**config.mk**
```make
export PLATFORM = sky130hd
export DESIGN_NAME = sab_root
export DESIGN_NICKNAME = d
export VERILOG_FILES = /design/src/hw/rtl/sab_pkg.sv /design/src/hw/rtl/sab_root.sv
export SDC_FILE = /design/constraint.sdc
export NUM_CORES = 1
export LEC_CHECK = 0
export BUFFER_PORTS_ARGS = -buffer_cell sky130_fd_sc_hd__buf_2
export CAP_MARGIN = 5
export CORE_MARGIN = 5
export CORE_UTILIZATION = 65
export CTS_CLUSTER_DIAMETER = 60
export DETAILED_ROUTE_END_ITERATION = 6
export GPL_ROUTABILITY_DRIVEN = 0
export PLACE_DENSITY_LB_ADDON = 0.08
export SYNTH_ARGS = -nofsm -noshare
export SYNTH_HDL_FRONTEND = slang
export SYNTH_SLANG_ARGS = --single-unit
```
**constraint.sdc**
```tcl
create_clock -name clk_i -period 9 [get_ports clk_i]
set_clock_uncertainty 0.1 [all_clocks]
set_input_delay 1.35 -clock clk_i [delete_from_list [all_inputs] [get_ports clk_i]]
set_output_delay 1.35 -clock clk_i [all_outputs]
set_load 0.01 [all_outputs]
```
**src/hw/rtl/sab_pkg.sv**
```systemverilog
// Shared types and constants for the squared-domain alpha blend pipeline.
package sab_pkg;

  typedef logic [7:0]  pix_t;
  typedef logic [15:0] sq_t;
  typedef logic [31:0] prod_t;
  typedef logic [25:0] mval_t;

  localparam int unsigned NumCh     = 3;
  localparam int unsigned RootSteps = 8;
  localparam int unsigned PreStages = 3;
  localparam int unsigned NumStages = PreStages + RootSteps;

  localparam sq_t        FullScale = 16'd65280;
  localparam logic [8:0] Q8One     = 9'd256;

endpackage

```
**src/hw/rtl/sab_root.sv**
```systemverilog
// Pipelined rounded square root, one result bit per stage.
module sab_root (
  input  logic                                clk_i,
  input  logic [sab_pkg::RootSteps-1:0]       en_i,
  input  sab_pkg::mval_t                      m_i,
  output sab_pkg::pix_t                       root_o
);
  import sab_pkg::*;

  mval_t m_q [RootSteps-1];
  pix_t  r_q [RootSteps];

  for (genvar k = 0; k < RootSteps; k++) begin : g_step
    mval_t      m_in;
    pix_t       r_in;
    pix_t       t;
    logic [8:0] odd;
    logic [17:0] odd2;
    mval_t      lhs;
    pix_t       r_d;

    if (k == 0) begin : g_first
      assign m_in = m_i;
      assign r_in = '0;
    end else begin : g_next
      assign m_in = m_q[k-1];
      assign r_in = r_q[k-1];
    end

    // Keep bit if (2t-1)^2 * 255 <= floor(N / 64)
    assign t    = r_in | pix_t'(1 << (RootSteps - 1 - k));
    assign odd  = {t, 1'b0} - 9'd1;
    assign odd2 = 18'(odd) * 18'(odd);
    assign lhs  = {odd2, 8'd0} - {8'd0, odd2};
    assign r_d  = (lhs <= m_in) ? t : r_in;

    always_ff @(posedge clk_i) begin
      if (en_i[k]) begin
        r_q[k] <= r_d;
      end
    end

    if (k < RootSteps - 1) begin : g_carry
      always_ff @(posedge clk_i) begin
        if (en_i[k]) begin
          m_q[k] <= m_in;
        end
      end
    end
  end

  assign root_o = r_q[RootSteps-1];

endmodule

```
# After elaboration in Yosys (flattened, before gate mapping)

Memories as Yosys holds them, arrays and structs flattened.
Cells that the tools add are included.

Register bits after elaboration: 0
RAM bits: 246
Input port bits: 35
Output and inout bits: 8
Word-level logic and storage cells: 55
Memories: 2

$add $sub $neg: 14
Multiply operators: 7
Order comparisons: 8
Muxes and demuxes: 24

Memory list:

| name | depth | bits a word | rd ports | clocked after Yosys merged registers in | write ports | line           | RTL |
|---|---|---|---|---|---|---|---|
| m_q  | 7     | 26          | 7        | 0                                       | 7           | sab_root.sv:10 | `mval_t m_q [RootSteps-1];` |
| r_q  | 8     | 8           | 8        | 0                                       | 8           | sab_root.sv:11 | `pix_t r_q [RootSteps];` |

Operators by type and width:

| cell                                                             | number |
|---|---|
| less-or-equal comparator 26 bit                                  | 7 |
| subtractor 26 x 18 -> 26 bit                                     | 7 |
| multiplier 9 x 9 -> 18 bit                                       | 7 |
| subtractor 9 x 1 -> 9 bit (second input constant)                | 7 |
| less-or-equal comparator 24 x 26 -> 1 bit (first input constant) | 1 |
| 2-to-1 mux 1 bit                                                 | 17 |
| 2-to-1 mux 8 bit                                                 | 1 |
| 2-to-1 mux 7 bit                                                 | 1 |
| 2-to-1 mux 6 bit                                                 | 1 |
| 2-to-1 mux 5 bit                                                 | 1 |
| 2-to-1 mux 4 bit                                                 | 1 |
| 2-to-1 mux 3 bit                                                 | 1 |
| 2-to-1 mux 2 bit                                                 | 1 |

# Longest topological paths before layout

Gate-level depths: netlist (run 1).
An unclocked memory read counts as a cell.

Word-level depth: 6
Gate-level depth with buffers: 33

# Worst setup path after synthesis (run 1)

OpenSTA, ideal clock, no wires.

Kind: register to register
Start point: memory r_q[1][5] (netlist name)
End point: memory r_q[1][10] (netlist name), data pin
Arrival: 7.015 ns
Path slack: 1.716 ns
Cell stages (with the launch flop): 27
Period minus slack after synthesis: 7.284 ns
Cells stage by stage: edfxtp_1 > fa_1 > inv_1 > fa_1 > fa_1 > fa_1 > inv_1 > fa_1 > a211oi_1 > o21bai_1 > a21oi_1 > o21ai_0 > xnor2_1 > ha_1 > o21ai_0 > nand2b_1 > o41a_1 > maj3_2 > maj3_2 > a211oi_1 > xor2_1 > ha_1 > a21o_1 > a21o_1 > a211oi_1 > a21oi_1 > o31ai_1

RTL lines:

| element         | line |
|---|---|
| start, declared | sab_root.sv:11 |

==> impl_metrics.yaml, run 1 <==
outcome:
  outcome: "finished clean"
die:
  chipWidth_um: 185
  io_pins: 43
  core_um2: 30300
  num_rows: 64
  start_util_pct: 65.4
  dieArea_um2: 34100
  fp.dieH_um: 185
timing:
  fmax_mhz: 119
  fin_crit_ns: 8.41
  grt_setup_unrepaired: "no"
  finalSetupTns_ns: 0
  maxSlewViolCount: 0
  min_period_over_period_pct: 93.4
  report.final.hold_viol_count: 0
  setup_violations: 0
  relSlewSlack_pct: 36.4
  worst_hold_slack_ns: 0.345
  worst_pin_slew_ns: 0.947
critical_path:
  worstPathArrival_ns: 8.59
  cp-end-kind: "flop"
  r2r_end: "r_q[1][10]"
  reg2reg_depth: 26
  worst-endpoint-required_ns: 9.18
  r2r_slack_ns: 0.59
  critical_path_class: "reg2reg"
  cp_max_fo: 10
  rr_startpoint: "r_q[1][5]"
  start_kind: "flop"
placed_design:
  dp.cells: 2349
  dpl.hpwl_mm: 33.2
  port_buffers: 42
  placed_cell_area_um2: 20500
grt:
  grt_max_degree: 34
  grt_use_total_pct: 24.1
  grt.overflow.total: 0
  antenna_found_initial: 0
  grt_first_pass_wirelength_mm: 67.2
  grt_pass1_vias: 14100
layout:
  fill_cells: 2247
  design_area_um2: 21400
  final_cell_mix: "347 x inv_1, 320 x ha_1, 218 x edfxtp_1"
  stdcell_count: 2398
  synthToLayoutAreaGrowth_pct: 7.71
  final_common_cell: "inv_1"
  drive_gt1_share_pct: 5.84
  layout.nets: 2425
  diodes: 0
detailed_routing:
  dr.pass1.iters: 6
  avgRoutedWirePerCell_um: 17.0
  ant_nets: 0
  vias: 14000
  drt_iter0_drc: 761
  via_per_inst: 5.85
  drc: 0
  routed_wl_mm: 40.7
synthesis:
  synthCells: 1935
  ys_warn_count: 0
  syn_nets: 2378
  synth_edf_count: 218
  ys_seq_elements: 218
  syn_avg_cell_area_um2: 10.3
  synthFlopType: "edfxtp_1"
  ys_types: 84
  async_reset_ff_share_pct: 0
  synth_area_um2: 19800
  seq_area_frac_synth_pct: 33.0
clock_network:
  cts_tree: "built"
  cts_setup_buffers: 0
  cts_resized: 0
  max-clock-path-buffers: 3
  clock-sinks: 218
  clkTransAtPathRegs_ns: 0.07
  numCtsBuffers: 27
  cts_root_buf: "clkbuf_16"
  hold_buffers: 0
  insertion_delay_ns: 0.56
  ctsHtreeMaxLevel: 1
min_path:
  hold_end: "m_q[4][3]"
  hold_path_depth: 0
  hp-start: "m_q[3][3]"
  hp-class: "reg2reg"
job:
  maxCapViolCount: 0
[kinds of logic (layout without fill, tap and decap cells)]
logic type,count (synthesis),after routing,synth area share (%)
adder cells (fa/ha/maj),417,417,29.5
AO/OA/AOI/OAI,367,367,12.8
flip-flops,218,218,33.0
AND/OR/NAND/NOR,402,402,10.6
other,1,1,0.0189
XOR/XNOR,148,148,6.53
buffers and inverters,377,444,7.21
multiplexers,5,5,0.259
[synth_stat cells (4+ instances only)]
| cell | count | area (um2) |
|---|---|---|
| o211ai_1 | 12 | 90.1 |
| a2111oi_0 | 4 | 35.0 |
| nor2_1 | 96 | 360 |
| fa_1 | 88 | 1760 |
| xnor2_1 | 104 | 911 |
| o21ai_0 | 58 | 290 |
| nand4_1 | 37 | 231 |
| a21o_1 | 51 | 383 |
| clkbuf_1 | 18 | 67.6 |
| and2_1 | 23 | 144 |
| nor3b_1 | 8 | 60.1 |
| o2111ai_1 | 5 | 43.8 |
| buf_2 | 9 | 45.0 |
| o41a_1 | 4 | 45.0 |
| nor3_1 | 24 | 120 |
| o21bai_1 | 10 | 75.1 |
| maj3_1 | 6 | 60.1 |
| o31ai_1 | 9 | 67.6 |
| nor4_1 | 13 | 81.3 |
| nand3_1 | 27 | 135 |
| o21a_1 | 29 | 218 |
| a21boi_0 | 8 | 60.1 |
| and4_1 | 6 | 52.6 |
| nor2b_1 | 24 | 150 |
| o211a_1 | 6 | 60.1 |
| ha_1 | 320 | 4000 |
| and3_1 | 13 | 81.3 |
| o22ai_1 | 4 | 25.0 |
| nand2_1 | 74 | 278 |
| or2_2 | 6 | 37.5 |
| a21oi_1 | 85 | 425 |
| a31oi_1 | 8 | 50.1 |
| a221o_1 | 4 | 40.0 |
| nand2b_1 | 17 | 106 |
| o311a_1 | 4 | 40.0 |
| edfxtp_1 | 218 | 6550 |
| or4_1 | 4 | 30.0 |
| a311oi_1 | 4 | 35.0 |
| or3_1 | 10 | 62.6 |
| inv_1 | 347 | 1300 |
| nor4b_1 | 5 | 43.8 |
| a211oi_1 | 16 | 120 |
| xor2_1 | 44 | 385 |
| mux2i_1 | 4 | 40.0 |
| o41ai_1 | 6 | 52.6 |
[layout make-up]
class                           instances  area (um2)  area share [%]
Multi-Input combinational cell       1340       11900            55.5
Sequential cell                       218        6550            30.6
Inverter                              348        1310            6.11
Clock buffer                           27         676            3.16
Tap cell                              396         495            2.32
Timing Repair Buffer                   47         248            1.16
Clock inverter                         22         235            1.10
[worst max path at each step]
stage	start	end	slack, ns	depth (start not counted)
final	r_q[1][5]	r_q[1][10]	0.59	26
after global routing	r_q[1][5]	r_q[1][10]	0.17	26
after CTS	r_q[1][5]	r_q[1][10]	0.59	26
after detailed placement	r_q[1][5]	r_q[1][10]	0.79	26
after global placement	r_q[1][5]	r_q[1][10]	0.94	26
after floorplan	r_q[1][5]	r_q[1][10]	1.72	26
[layer usage]
metal	up-vias	share of wire [%]	GRT usage [%]	wire (um)
met5	-	0	0	0
met3	100	3.9	2.59	1610
li1	6908	-	-	-
met2	330	50	43.8	20400
met1	6683	42	30.3	17200
met4	0	3.5	7.75	1440
[stage by stage]
step / setup WS, ns / util, %
floorplan: 1.72 / -
global placement: 0.942 / 67.4
detailed placement: 0.788 / 67.4
CTS: 0.586 / 70.4
global route: 0.175 / 70.4
finish: 0.590 / 70.4
[critical path: stages (launching register included)]
cell and delay [ns]:
edfxtp_1 0.71, inv_1 0.22, fa_1 0.45, fa_1 0.52, fa_1 0.46, fa_1 0.55, inv_1 0.07, fa_1 0.48
a211oi_1 0.25, o21bai_1 0.10, a21oi_1 0.30, o21ai_0 0.28, xnor2_1 0.34, ha_1 0.32, o21ai_0 0.09, nand2b_1 0.11
o41a_1 0.15, maj3_2 0.32, maj3_2 0.33, a211oi_1 0.28, xor2_1 0.19, ha_1 0.27, a21o_1 0.18, a21o_1 0.17
a211oi_1 0.29, a21oi_1 0.13, o31ai_1 0.48
[flip-flops by register name, summed over array words and instances, names as in the netlist]
name	flops
m_q	182
r_q	36
Power of run 1 is not shown: default switching activity piles up to over one toggle a cycle in this logic, so the estimate is an artifact.
==> run 2, diff against run 1 <==
--- a/config.mk
+++ b/config.mk
@@ -5,6 +5,7 @@
 export SDC_FILE = /design/constraint.sdc
 export NUM_CORES = 1
 export LEC_CHECK = 0
+export ABC_AREA = 1
 export BUFFER_PORTS_ARGS = -buffer_cell sky130_fd_sc_hd__buf_2
 export CAP_MARGIN = 5
 export CORE_MARGIN = 5
==> run 2 against run 1 <==
Net effect:
- sequential share of layout area decreased by 1.2 points
- final cell count increased by 22%
- via count increased by 14%
- non-clock buffer count decreased by 3
- synthesized area increased by 3.8%
- worst setup slack improved by 1.3 ns
- count of clock-buffer cells in the layout increased by 1
- fmax increased by 19%
- core utilization increased by 0.33 points
- cell area increased by 3.9%
- global-route usage increased by 1.8 points
- critical endpoint is now r_q[1][24]
- highest routed layer unchanged
==> impl_metrics.yaml, run 2 <==
clock_network:
  ctsHtreeMaxLevel: 1
  numCtsBuffers: 27
  cts_tree: "built"
  max-clock-path-buffers: 3
  cts_resized: 0
  clock-sinks: 218
  insertion_delay_ns: 0.56
  cts_root_buf: "clkbuf_16"
  cts_setup_buffers: 0
  clkTransAtPathRegs_ns: 0.06
  hold_buffers: 0
timing:
  fin_crit_ns: 7.08
  relSlewSlack_pct: 45.2
  grt_setup_unrepaired: "no"
  worst_pin_slew_ns: 0.823
  maxSlewViolCount: 0
  finalSetupTns_ns: 0
  worst_hold_slack_ns: 0.342
  setup_violations: 0
  report.final.hold_viol_count: 0
  postLayoutSetupSlackWorst_ns: 1.92
  fmax_mhz: 141
  min_period_over_period_pct: 78.7
synthesis:
  seq_area_frac_synth_pct: 31.8
  async_reset_ff_share_pct: 0
  synthDominantCellAreaShare_pct: 31.8
  syn_nets: 2891
  synthCells: 2448
  yosysMostFrequentCell: "inv_1"
  syn_avg_cell_area_um2: 8.41
  synthFlopType: "edfxtp_1"
  ys_types: 44
  ys_warn_count: 0
  synth_area_um2: 20600
  yosysTopAreaCell: "edfxtp_1"
  synth_edf_count: 218
  synth_area_leaders: "edfxtp_1 32%, ha_1 19%, inv_1 10%"
  synth_common_cells: "573 x inv_1, 548 x nand2_1, 320 x ha_1, 218 x edfxtp_1, 129 x nand3_1"
  ys_seq_elements: 218
min_path:
  hp-class: "reg2reg"
  hp-start: "m_q[1][1]"
  hold_path_depth: 0
  hold_end: "m_q[2][1]"
layout:
  diodes: 0
  final_common_cell: "inv_1"
  largestRegisters: "m_q: 182 flops, r_q: 36 flops"
  synthToLayoutAreaGrowth_pct: 7.83
  largest-register: "m_q"
  final_cell_mix: "573 x inv_1, 548 x nand2_1, 320 x ha_1"
  drive_gt1_share_pct: 5.65
  largest_reg_flops: 182
  layout.nets: 2954
critical_path:
  r2r_end: "r_q[1][24]"
  rr_startpoint: "r_q[1][19]"
  cp_common_cell: "nand2_1"
  worst-endpoint-required_ns: 9.21
  cp_max_fo: 12
  worstPathArrival_ns: 7.30
  cp-end-kind: "flop"
  reg2reg_depth: 28
  slowest_delay_ns: 0.64
  cp_slowest_cell: "edfxtp_1"
  start_kind: "flop"
  r2r_slack_ns: 1.92
  critical_path_class: "reg2reg"
grt:
  antenna_found_initial: 0
  grt.overflow.total: 0
  grt_use_total_pct: 25.9
  grt_max_degree: 34
  grt_first_pass_wirelength_mm: 75.7
  grt_pass1_vias: 16200
die:
  start_util_pct: 65.6
  fp.dieH_um: 188
  chipWidth_um: 188
  core_um2: 31400
  io_pins: 43
  num_rows: 65
  dieArea_um2: 35300
placed_design:
  port_buffers: 42
  dpl.hpwl_mm: 37.1
  pre_cts_ws_ns: 1.96
outcome:
  outcome: "finished clean"
job:
  maxCapViolCount: 0
detailed_routing:
  dr.pass1.iters: 6
  drt_iter0_drc: 948
  ant_nets: 0
  routed_wl_mm: 45.3
  avgRoutedWirePerCell_um: 15.4
  vias: 16000
  drc: 0
  via_per_inst: 5.44
-- run 2: cell count changes in the layout (fill, tap and decap cells not counted), moves of 20 or more --
cell     delta
a21o_1     -47
and2_1     -22
inv_1     +226
nand2_1   +474
nand2_2    +23
nand3_1   +102
nor2_1     +30
nor2b_1    -24
o21a_1     -26
xnor2_1    -72
xor2_1     +20
-- run 2: critical path, delay by kind of cell, from the launching register on --
family	cells	cell delay, ns
fa+ha+maj	7	3.14
flops	1	0.64
xor+xnor	2	0.49
buf+inv	4	0.21
compound gates	5	1.11
simple gates	10	1.16
-- run 2: per-stage QoR --
step | util [%] | instances | area [um2]
floorplan | - | 2448 | 20600
global placement | 67.8 | 2884 | 21300
detailed placement | 67.8 | 2884 | 21300
CTS | 70.7 | 2934 | 22200
global route | 70.7 | 2934 | 22200
finish | 70.7 | 2934 | 22200
-- run 2: worst max path at each step --
| stage | startpoint | end | depth (start not counted) |
|---|---|---|---|
| floorplan | r_q[1][21] | r_q[1][24] | 33 |
| global placement | r_q[0][29] | r_q[1][3] | 30 |
| detailed placement | r_q[1][19] | r_q[1][24] | 28 |
| CTS | r_q[1][19] | r_q[1][24] | 28 |
| global route | r_q[0][29] | r_q[1][3] | 30 |
| finish | r_q[1][19] | r_q[1][24] | 28 |
-- run 2: area by class of cell --
class                   instances  area, um2
clock buffers                  28        679
clock inverters                22        248
fillers                      2416       9180
inverters                     579       2170
multi-input cells            1641      11800
flip-flops and latches        218       6550
well taps                     402        503
repair buffers                 44        225
-- run 2: cell families after synthesis --
family	share of synthesized area [%]
other cells	0.0182
buf+inv	10.8
compound gates	5.25
fa+ha+maj	28.0
xor+xnor	4.61
simple gates	19.6
flops	31.8
-- run 2: layer usage --
layer	global-route usage (%)	wire (um)	vias to the layer above
met5	0	0	-
met4	11.0	2020	0
met3	3.35	2150	138
met2	46.8	22500	418
met1	31.2	18600	7432
li1	-	-	7973
Power of run 2 is left out for the same reason.
==> run 3, diff against run 2 <==
--- a/config.mk
+++ b/config.mk
@@ -5,11 +5,11 @@
 export SDC_FILE = /design/constraint.sdc
 export NUM_CORES = 1
 export LEC_CHECK = 0
-export ABC_AREA = 1
+export ABC_AREA = 0
 export BUFFER_PORTS_ARGS = -buffer_cell sky130_fd_sc_hd__buf_2
 export CAP_MARGIN = 5
 export CORE_MARGIN = 5
-export CORE_UTILIZATION = 65
+export CORE_UTILIZATION = 59
 export CTS_CLUSTER_DIAMETER = 60
 export DETAILED_ROUTE_END_ITERATION = 6
 export GPL_ROUTABILITY_DRIVEN = 0
==> constraint.sdc (replaced) <==
create_clock -name clk_i -period 6.1 [get_ports clk_i]
set_clock_uncertainty 0.1 [all_clocks]
set_input_delay 0.915 -clock clk_i [delete_from_list [all_inputs] [get_ports clk_i]]
set_output_delay 0.915 -clock clk_i [all_outputs]
set_load 0.01 [all_outputs]
==> run 3 against run 2 <==
Net effect:
- the run now ends with setup timing left
- register-to-register slack got worse by 2.7 ns
- final cell count fell by 3.3%
- die area rose by 5.8%
- critical path depth did not move
- non-clock buffer count rose by 389
- via count fell by 1.6%
- sequential share of layout area fell by 3.6 points
- count of clock-buffer cells in the layout rose by 5
- global-route usage fell by 1.0 points
- critical path type unchanged
==> impl_metrics.yaml, run 3 (synthesis results as in run 1) <==
layout:
  design_area_um2: 25300
  stdcell_count: 2837
  layout.nets: 2811
  largest-register: "m_q"
  final_cell_mix: "386 x buf_4, 329 x inv_1, 294 x ha_1"
  final_common_cell: "buf_4"
  synthToLayoutAreaGrowth_pct: 27.7
  drive_gt1_share_pct: 27.2
  largest_reg_flops: 182
  diodes: 0
  largestRegisters: "m_q: 182 flops, r_q: 36 flops"
die:
  io_pins: 43
  start_util_pct: 59.5
  fp.dieH_um: 193
  num_rows: 67
  core_um2: 33400
  chipWidth_um: 193
  dieArea_um2: 37400
timing:
  finalSetupTns_ns: -2.93
  postLayoutSetupSlackWorst_ns: -0.778
  setup_violations: 5
  maxSlewViolCount: 0
  relSlewSlack_pct: 50.2
  grt_setup_unrepaired: "yes"
  worst_pin_slew_ns: 0.747
  report.final.hold_viol_count: 0
  fmax_mhz: 145
  min_period_over_period_pct: 113
  fin_crit_ns: 6.88
clock_network:
  cts_root_buf: "clkbuf_16"
  insertion_delay_ns: 0.55
  cts_tree: "built"
  numCtsBuffers: 27
  clkTransAtPathRegs_ns: 0.06
  ctsHtreeMaxLevel: 1
  clock-sinks: 218
  hold_buffers: 0
  max-clock-path-buffers: 3
placed_design:
  dp.cells: 2731
  placed_cell_area_um2: 23500
  dpl.hpwl_mm: 39.0
  pre_cts_ws_ns: -0.854
  port_buffers: 42
grt:
  grt_max_degree: 34
  grt_first_pass_wirelength_mm: 77.6
  antenna_found_initial: 0
  grt.overflow.total: 0
  grt_pass1_vias: 16000
  grt_use_total_pct: 24.9
critical_path:
  worst-endpoint-required_ns: 6.34
  worstPathArrival_ns: 7.12
  start_kind: "flop"
  critPathTopFamily: "adder cells"
  critical_path_class: "reg2reg"
  cp_num_buf_inv: 7
  cp-end-kind: "flop"
  cp_max_fo: 5
  cp_slowest_cell: "fa_1"
  slowest_delay_ns: 0.60
  cp_common_cell: "fa_1"
  r2r_slack_ns: -0.78
min_path:
  hp-class: "reg2reg"
detailed_routing:
  ant_nets: 0
  avgRoutedWirePerCell_um: 17.3
  dr.pass1.iters: 5
  via_per_inst: 5.54
  drc: 0
  vias: 15700
  routed_wl_mm: 49.0
  drt_iter0_drc: 688
job:
  maxCapViolCount: 0
outcome:
  violations: "setup timing"
  outcome: "finished, violations left"
## run 3: layer usage
| metal | vias up | wire (um) | global-route usage, % |
|---|---|---|---|
| li1 | 7670 | - | - |
| met1 | 7557 | 19600 | 30.4 |
| met2 | 379 | 25600 | 45.8 |
| met3 | 105 | 1820 | 2.57 |
| met4 | 0 | 1880 | 8.73 |
| met5 | - | 0 | 0 |
## run 3: area by class of cell
type | count | area [um2]
clock buffer | 33 | 698
clock inverter | 17 | 200
sequential | 218 | 6550
tap | 448 | 561
inverter | 348 | 1320
fill | 2302 | 8020
timing repair buffer | 433 | 3170
multi-input combinational | 1340 | 12800
## run 3: final timing paths
check	cells after the start	end	start
worst max-delay path	28	r_q[1][10]	r_q[1][5]
worst min-delay path	0	m_q[3][4]	m_q[2][4]
worst max register to register	28	r_q[1][10]	r_q[1][5]
worst min register to register	0	m_q[3][4]	m_q[2][4]
## run 3: through the flow
step           hold WS, ns  util [%]
2_1_floorplan        0.318         -
3_5_place_dp         0.331      70.6
3_3_place_gp         0.325      70.6
4_1_cts              0.345      74.8
6_report             0.346      76.0
5_1_grt              0.355      76.0
## run 3: repair_timing
action | in CTS | in global routing
buffers inserted | 41 | 15
resized for setup | 44 | 60
endpoints found under the setup margin | 5 | 5
pin swaps | 48 | 65
Power of run 3 is left out for the same reason.
